$ cat config.mk
export PLATFORM = sky130hd
export DESIGN_NAME = fbps_refresh
export DESIGN_NICKNAME = d
export VERILOG_FILES = /design/src/rtl/core/fbps_pkg.sv /design/src/rtl/core/fbps_refresh.sv
export SDC_FILE = /design/constraint.sdc
export NUM_CORES = 1
export LEC_CHECK = 0
export ABC_AREA = 1
export BUFFER_PORTS_ARGS = -buffer_cell sky130_fd_sc_hd__buf_2
export CAP_MARGIN = 40
export CORE_MARGIN = 1
export CORE_UTILIZATION = 44
export CTS_CLUSTER_SIZE = 10
export DETAILED_ROUTE_END_ITERATION = 12
export PLACE_DENSITY = 0.77
export SLEW_MARGIN = 30
export SYNTH_ARGS = -nofsm -noshare
export SYNTH_HDL_FRONTEND = slang
export SYNTH_SLANG_ARGS = --single-unit
$ cat constraint.sdc
create_clock -name clk_i -period 5.65 [get_ports clk_i]
set_input_delay 0.565 -clock clk_i [delete_from_list [all_inputs] [get_ports clk_i]]
set_output_delay 0.565 -clock clk_i [all_outputs]
set_load 0.05 [all_outputs]
$ cat src/rtl/core/fbps_pkg.sv
`default_nettype none
package fbps_pkg;

  localparam int COLUMNS  = 128;
  localparam int PAGES    = 8;
  localparam int ROWS     = PAGES * 8;
  localparam int PAGE_LEN = COLUMNS + 3;
  localparam int DEPTH    = COLUMNS * PAGES;
  localparam int AW       = (DEPTH > 1) ? $clog2(DEPTH) : 1;
  localparam int PW       = (PAGES > 1) ? $clog2(PAGES) : 1;
  localparam int OW       = $clog2(PAGE_LEN);

  localparam logic [7:0] CMD_PAGE_BASE = 8'hB0;
  localparam logic [7:0] CMD_COL_LOW   = 8'h00;
  localparam logic [7:0] CMD_COL_HIGH  = 8'h10;

  typedef enum logic [2:0] {
    OP_POINT   = 3'd0,
    OP_HLINE   = 3'd1,
    OP_VLINE   = 3'd2,
    OP_CLEAR   = 3'd3,
    OP_REFRESH = 3'd4
  } op_e;

  typedef struct packed {
    logic [2:0] operation;
    logic [7:0] pos_x;
    logic [7:0] pos_y;
    logic [7:0] span_end;
    logic       pixel_on;
  } fbps_in_t;

  typedef struct packed {
    logic [7:0] out_byte;
    logic       is_data;
    logic       frame_end;
  } fbps_out_t;

  // what the refresh counter offers for the current stream position
  typedef struct packed {
    logic          is_cmd;
    logic [7:0]    cmd_byte;
    logic [AW-1:0] addr;
    logic          last;
  } fbps_ref_t;

  function automatic logic [AW-1:0] fbps_addr(input logic [7:0] page, input logic [8:0] col);
    int unsigned a;
    a = int'(page) * COLUMNS + int'(col);
    return a[AW-1:0];
  endfunction

endpackage
`default_nettype wire

$ cat src/rtl/core/fbps_refresh.sv
`default_nettype none
module fbps_refresh
  import fbps_pkg::*;
(
  input  wire logic clk_i,
  input  wire logic rst_ni,
  input  wire logic step_i,
  output fbps_ref_t ref_o
);

  logic [PW-1:0] page_q, page_d;
  logic [OW-1:0] off_q, off_d;
  logic          page_end;

  assign page_end = (off_q == OW'(PAGE_LEN - 1));

  always_comb begin
    ref_o.is_cmd = (off_q < OW'(3));
    ref_o.last   = page_end && (page_q == PW'(PAGES - 1));
    ref_o.addr   = fbps_addr(8'(page_q), 9'(off_q) - 9'd3);
    if (off_q == OW'(0)) begin
      ref_o.cmd_byte = CMD_PAGE_BASE + 8'(page_q);
    end else if (off_q == OW'(1)) begin
      ref_o.cmd_byte = CMD_COL_LOW;
    end else begin
      ref_o.cmd_byte = CMD_COL_HIGH;
    end
  end

  always_comb begin
    page_d = page_q;
    off_d  = off_q;
    if (step_i) begin
      if (page_end) begin
        off_d  = '0;
        page_d = ref_o.last ? '0 : page_q + PW'(1);
      end else begin
        off_d = off_q + OW'(1);
      end
    end
  end

  always_ff @(posedge clk_i or negedge rst_ni) begin
    if (!rst_ni) begin
      page_q <= '0;
      off_q  <= '0;
    end else begin
      page_q <= page_d;
      off_q  <= off_d;
    end
  end

endmodule
`default_nettype wire

==> results.py, run 1 <==
metrics = {
    "worst_setup_path": {
        "start_kind": "flop",
        "regToRegEndpoint": "off_q[7]$_DFFE_PN0P_",
        "crit_end": "ref_o[10]",
        "reg2reg_depth": 7,
        "setup.worst_path.end_class": "output pin",
        "critPathArrivalTime_ns": 2.28,
        "r2r-start": "off_q[0]$_DFFE_PN0P_",
        "crit_fanout": 8,
        "critPathLaunch": "off_q[2]$_DFFE_PN0P_",
        "worstPathRequired_ns": 5.09,
        "path_class": "flop to output pin",
        "r2r_slack_ns": 4.25,
    },
    "placement": {
        "dp_slack_ns": 3.10,
        "place_inst": 167,
        "portBuffers": 20,
        "dp_hpwl_mm": 1.48,
        "postPlaceCellArea_sq_mm": 0.00104,
        "gp_congestion": 0.836,
    },
    "floorplanning": {
        "io_pins": 23,
        "start_util": 0.477,
        "fp.dieW_microns": 48.6,
        "rows": 16,
        "die_h_microns": 48.6,
        "core-area_sq_mm": 0.00200,
        "die_area_sq_mm": 0.00236,
    },
    "synthesis": {
        "syn_avg_cell_area_sq_um": 7.58,
        "async_reset_ff_frac": 1.00,
        "ys.flop_type": "dfrtp_1",
        "ys_warn_count": 0,
        "syn_inst": 126,
        "synth.distinct_cells": 28,
        "synth_area_sq_um": 955,
        "ys_ff_latch": 11,
        "synth-edff-count": 0,
        "yosysSeqAreaShare": 0.288,
    },
    "global_route": {
        "overflow": 0,
        "grt.busiest_layer": "met2",
        "grt_util_met3": 0.0597,
        "gr-usage-met1": 0.210,
        "grt_pass1_vias": 791,
        "grt_max_degree": 13,
        "grt_pass1_wl_mm": 3.37,
        "antenna_found_initial": 0,
        "grtUsageMet2": 0.329,
        "grtUsageTotal": 0.184,
    },
    "layout": {
        "final_core_util": 0.533,
        "fin_nets": 156,
        "multi_input_comb_area_sq_um": 542,
        "antenna_cells": 0,
        "area_growth_pct": 11.8,
        "drive_above_1_share": 0.264,
        "final_area_sq_mm": 0.00107,
        "fin_cells": 171,
        "ff_latch_area_sq_um": 275,
        "fillers": 201,
    },
    "sta": {
        "slew_viol_final": 0,
        "tns_ns": 0,
        "finalCritPeriodShare": 0.504,
        "setup_ws_ns": 2.80,
        "post-route-min-period_ns": 2.85,
        "fmax_mhz": 351,
        "setup_violations": 0,
        "rsz0062_at_grt": "false",
        "fin_skew_ns": 0.00805,
        "final-hold-violation-count": 0,
    },
    "power": {
        "p_per_area_mw_per_mm2": 427,
        "p_leak_nw": 0.632,
        "ir_worst_vdd_uv": 233,
    },
    "cts": {
        "cts_tree": "built",
        "ctsResizeCount": 0,
        "cts_root_buffer": "clkbuf_4",
        "clkTransAtPathRegs_ns": 0.08,
        "cts_max_path_buffers": 2,
        "insertion_delay_ns": 0.28,
        "cts_hold_buf": 0,
        "numClockSinks": 11,
        "htree_levels": 1,
        "post_cts_buffers": 0,
        "cts_buffers": 3,
    },
    "job": {
        "max-cap-violations": 0,
    },
    "routing": {
        "routed_wl_mm": 1.84,
        "wire_per_inst_microns": 10.8,
        "remaining_drc_errors": 0,
        "drt-initial-drc-count": 15,
        "dr.pass1.iters": 4,
        "antenna_left": 0,
        "via_per_inst": 4.74,
        "vias": 810,
    },
    "hold_path": {
        "min_path_type": "input port to asynchronous set/reset pin",
    },
    "outcome": {
        "status": "finished clean",
    },
}
## cell usage in the layout (no fill, tap or decap), drive strengths merged
cell,n
nand2,28
inv,24
nor2,21
buf,20
dfrtp,11
nand3,8
ha,7
o21ai,6
clkbuf,4
xor2,3
nand4,2
a21oi,2
conb,2
nor3,1
nor3b,1
xnor2,1
a31oi,1
o22ai,1
fa,1
## per-layer routing
metal,vias to the layer above,share of wire
met4,0,0.011
met3,4,0.038
li1,415,-
met2,14,0.49
met5,-,0
met1,377,0.46
## power breakdown
group          switching (mW)  internal (mW)  leakage (nW)
Clock                  0.0281         0.0274        0.0150
Combinational           0.199         0.0651         0.478
Sequential             0.0404         0.0964         0.139
Total                   0.267          0.189         0.632
## per-stage QoR
step | hold slack (ns) | total power [mW]
after floorplan | 0.269 | 0.368
after global placement | 0.451 | 0.397
after detailed placement | 0.457 | 0.403
after CTS | 0.149 | 0.461
after global routing | 0.166 | 0.489
final | 0.143 | 0.456
## cells by family after synthesis
family                     after synthesis  synth area share
buffers and inverters                   31             0.148
and+or+nand+nor                         61             0.355
AOI/OAI and AO/OA                       10            0.0551
other                                    1           0.00393
DFF                                     11             0.288
adders and majority gates                8             0.113
xor gates and xnor gates                 4            0.0367
## synth_stat cells, drive strengths merged, types with 2 or more instances
cell | instances | area (sq um)
ha | 7 | 87.6
nand4 | 2 | 12.5
buf | 7 | 51.3
nand2 | 28 | 123
xor2 | 3 | 26.3
inv | 24 | 90.1
o21ai | 6 | 30.0
a21oi | 2 | 10.0
nand3 | 8 | 62.6
nor2 | 21 | 118
dfrtp | 11 | 275
## worst min-delay path by stage
stage	from	end	cells after the start
after floorplan	rst_ni	off_q[0]$_DFFE_PN0P_	0
after global routing	rst_ni	off_q[1]$_DFFE_PN0P_	1
after detailed placement	rst_ni	off_q[3]$_DFFE_PN0P_	1
final	rst_ni	off_q[1]$_DFFE_PN0P_	1
after CTS	rst_ni	off_q[2]$_DFFE_PN0P_	1
after global placement	rst_ni	off_q[3]$_DFFE_PN0P_	1
## sequential cells by signal, summed over array words and instances (netlist names)
name	cells
off_q	8
page_q	3
## critical path, cell delays in order (launching register included)
cell     delay (ns)
dfrtp_1        0.48
nor2_4         0.17
nand2_2        0.09
nor2_2         0.13
nand2_1        0.08
nand2_1        0.08
ha_1           0.13
inv_1          0.05
fa_1           0.37
xnor2_1        0.13
buf_2          0.27
## area by class of cell
class,count,area share
clock buffer,4,0.0246
inverter,24,0.0844
multi-input combinational,85,0.508
sequential,11,0.258
tap,27,0.0317
timing repair buffer,20,0.0938
Power figures use the tool's default switching activity.
==> inputs of run 2 (changes only) <==
Settings changed: ABC_AREA 1 to 0, PLACE_DENSITY 0.77 to 0.81.
Clock period 5.65 ns to 2.6 ns, I/O delays scaled along.
==> results.py, run 2 <==
metrics = {
    "cts": {
        "htree_levels": 1,
        "insertion_delay_ns": 0.28,
        "post_cts_buffers": 0,
        "cts_max_path_buffers": 2,
        "cts_root_buffer": "clkbuf_4",
        "cts_buffers": 3,
        "cts_tree": "built",
        "clkTransAtPathRegs_ns": 0.08,
        "numClockSinks": 11,
    },
    "hold_path": {
        "min_path_type": "input port to flop",
    },
    "synthesis": {
        "syn_avg_cell_area_sq_um": 9.33,
        "ys.flop_type": "dfrtp_1",
        "ys_ff_latch": 11,
        "ys_top_cells_by_area": "dfrtp_1, ha_1, xnor2_1",
        "async_reset_ff_frac": 1.00,
        "synth-edff-count": 0,
        "synth_top_area_share": 0.331,
        "ys_warn_count": 0,
        "syn_inst": 89,
        "synth_top_cells_by_count": "dfrtp_1, ha_1, inv_1, xnor2_1, nor2_1",
        "yosysSeqAreaShare": 0.331,
        "synth.distinct_cells": 31,
        "synth_area_sq_um": 831,
        "synth.most_common_cell": "dfrtp_1",
        "synth_top_area_cell": "dfrtp_1",
    },
    "placement": {
        "place_inst": 136,
        "dp_hpwl_mm": 1.26,
        "portBuffers": 20,
        "postPlaceCellArea_sq_mm": 0.00102,
        "gp_congestion": 0.802,
    },
    "sta": {
        "slew_viol_final": 0,
        "final-hold-violation-count": 0,
        "setup_violations": 2,
        "fmax_mhz": 354,
        "rsz0062_at_grt": "true",
        "whs_ns": 0.274,
        "setup_ws_ns": -0.225,
        "post-route-min-period_ns": 2.83,
        "finalCritPeriodShare": 1.09,
        "fin_skew_ns": 0.00739,
    },
    "job": {
        "max-cap-violations": 0,
    },
    "global_route": {
        "overflow": 0,
        "antenna_found_initial": 0,
        "grt_pass1_wl_mm": 2.81,
        "grt_pass1_vias": 628,
        "grt_max_degree": 12,
        "grtUsageTotal": 0.197,
    },
    "routing": {
        "wire_per_inst_microns": 12.3,
        "remaining_drc_errors": 0,
        "antenna_left": 0,
        "dr.pass1.iters": 4,
        "routed_wl_mm": 1.74,
        "drt-initial-drc-count": 24,
        "via_per_inst": 5.28,
        "vias": 745,
    },
    "worst_setup_path": {
        "worstPathRequired_ns": 2.34,
        "crit_fanout": 2,
        "start_kind": "flop",
        "path_class": "flop to output pin",
        "slowest_stage": "fa_2",
        "critPathArrivalTime_ns": 2.57,
        "crit_chain": "or4_4 > or2_4 > xnor2_2 > ha_2 > inv_2 > fa_2 > clkinvlp_4 > buf_8",
        "setup.worst_path.end_class": "output pin",
        "slowest_delay_ns": 0.54,
    },
    "layout": {
        "final_area_sq_mm": 0.00107,
        "fillers": 151,
        "largestRegisters": "off_q x8, page_q x3",
        "fin_nets": 128,
        "ff_latch_area_sq_um": 275,
        "largest_reg_flops": 8,
        "fin_cells": 141,
        "multi_input_comb_area_sq_um": 524,
        "top_register": "off_q",
        "drive_above_1_share": 0.379,
        "antenna_cells": 0,
        "mostFrequentLayoutCells": "buf_2, dfrtp_1, buf_4",
        "layout.cells.most_common": "buf_2",
        "area_growth_pct": 29.4,
    },
    "floorplanning": {
        "start_util": 0.476,
        "io_pins": 23,
        "die_h_microns": 45.5,
        "die_area_sq_mm": 0.00207,
        "fp.dieW_microns": 45.5,
        "core-area_sq_mm": 0.00175,
        "rows": 15,
    },
    "outcome": {
        "status": "finished, violations left",
        "violations": "setup timing",
    },
}
==> run 2: cell types whose count changed after synthesis, moves of 3 or more <==
cell / before / now
and3_1: 0 / 3
inv_1: 22 / 7
nand2_1: 25 / 5
nand2b_1: 0 / 3
nand3_1: 5 / 1
nor2_1: 15 / 6
nor2_2: 3 / 0
nor3_1: 0 / 5
o21ai_0: 6 / 2
xnor2_1: 1 / 7
==> run 2: path summary, 6_finish.rpt <==
path	start	endpoint	slack, ns	cells past startpoint
worst min register to register	off_q[5]$_DFFE_PN0P_	off_q[5]$_DFFE_PN0P_	0.58	2
max in group asynchronous	rst_ni	page_q[1]$_DFFE_PN0P_	2.01	2
worst max register to register	off_q[5]$_DFFE_PN0P_	page_q[0]$_DFFE_PN0P_	0.70	4
worst min-delay path	step_i	off_q[1]$_DFFE_PN0P_	0.27	2
min in group asynchronous	rst_ni	off_q[1]$_DFFE_PN0P_	0.38	2
worst max-delay path	off_q[5]$_DFFE_PN0P_	ref_o[9]	-0.23	8
==> run 2: per-layer routing <==
metal,global-route usage,wire length [microns]
met3,0.0595,100
met2,0.300,846
met5,0,0
met4,0.127,51
met1,0.238,741
==> run 2: repair_timing <==
item                                    in CTS  in global routing
pin swaps                                    4                  0
endpoints found under the hold margin       11                  0
endpoints found under the setup margin       2                  2
hold buffers                                 1                  0
gates resized for setup                      5                  0
==> run 2: final cells by class <==
cell class | instances | area share
Timing Repair Buffer | 29 | 0.173
Inverter | 7 | 0.0279
Tap cell | 25 | 0.0291
Sequential cell | 11 | 0.256
Clock buffer | 3 | 0.0210
Multi-Input combinational cell | 65 | 0.488
Clock inverter | 1 | 0.00466
==> run 2: kinds of logic (layout without fill, tap and decap cells) <==
| family | after synthesis | in the layout | synth area share |
|---|---|---|---|
| AO/OA/AOI/OAI | 7 | 7 | 0.0572 |
| other | 1 | 2 | 0.00451 |
| flip-flops | 11 | 11 | 0.331 |
| multiplexers | 3 | 3 | 0.0392 |
| AND/OR/NAND/NOR | 34 | 34 | 0.235 |
| XOR/XNOR | 11 | 11 | 0.116 |
| adder cells (fa/ha/maj) | 8 | 8 | 0.130 |
| buffers and inverters | 14 | 40 | 0.0873 |
==> run 2: metrics by stage <==
step	setup TNS [ns]	setup slack [ns]	utilization
6_report	-0.370	-0.225	0.616
5_1_grt	-0.540	-0.308	0.616
4_1_cts	-0.397	-0.242	0.616
3_5_place_dp	-0.0335	-0.0182	0.585
3_3_place_gp	-0.00648	-0.00465	0.585
2_1_floorplan	-0.276	-0.142	-
==> run 2: worst max-delay path, delay by kind of cell (launching register included) <==
| kind | cells | cell delay (ns) |
|---|---|---|
| flops | 1 | 0.38 |
| simple gates | 2 | 0.79 |
| buf+inv | 3 | 0.27 |
| xor+xnor | 1 | 0.13 |
| fa+ha+maj | 2 | 0.72 |
Power of run 2 is not shown: default switching activity piles up to over one toggle a cycle in this logic, so the estimate is an artifact.
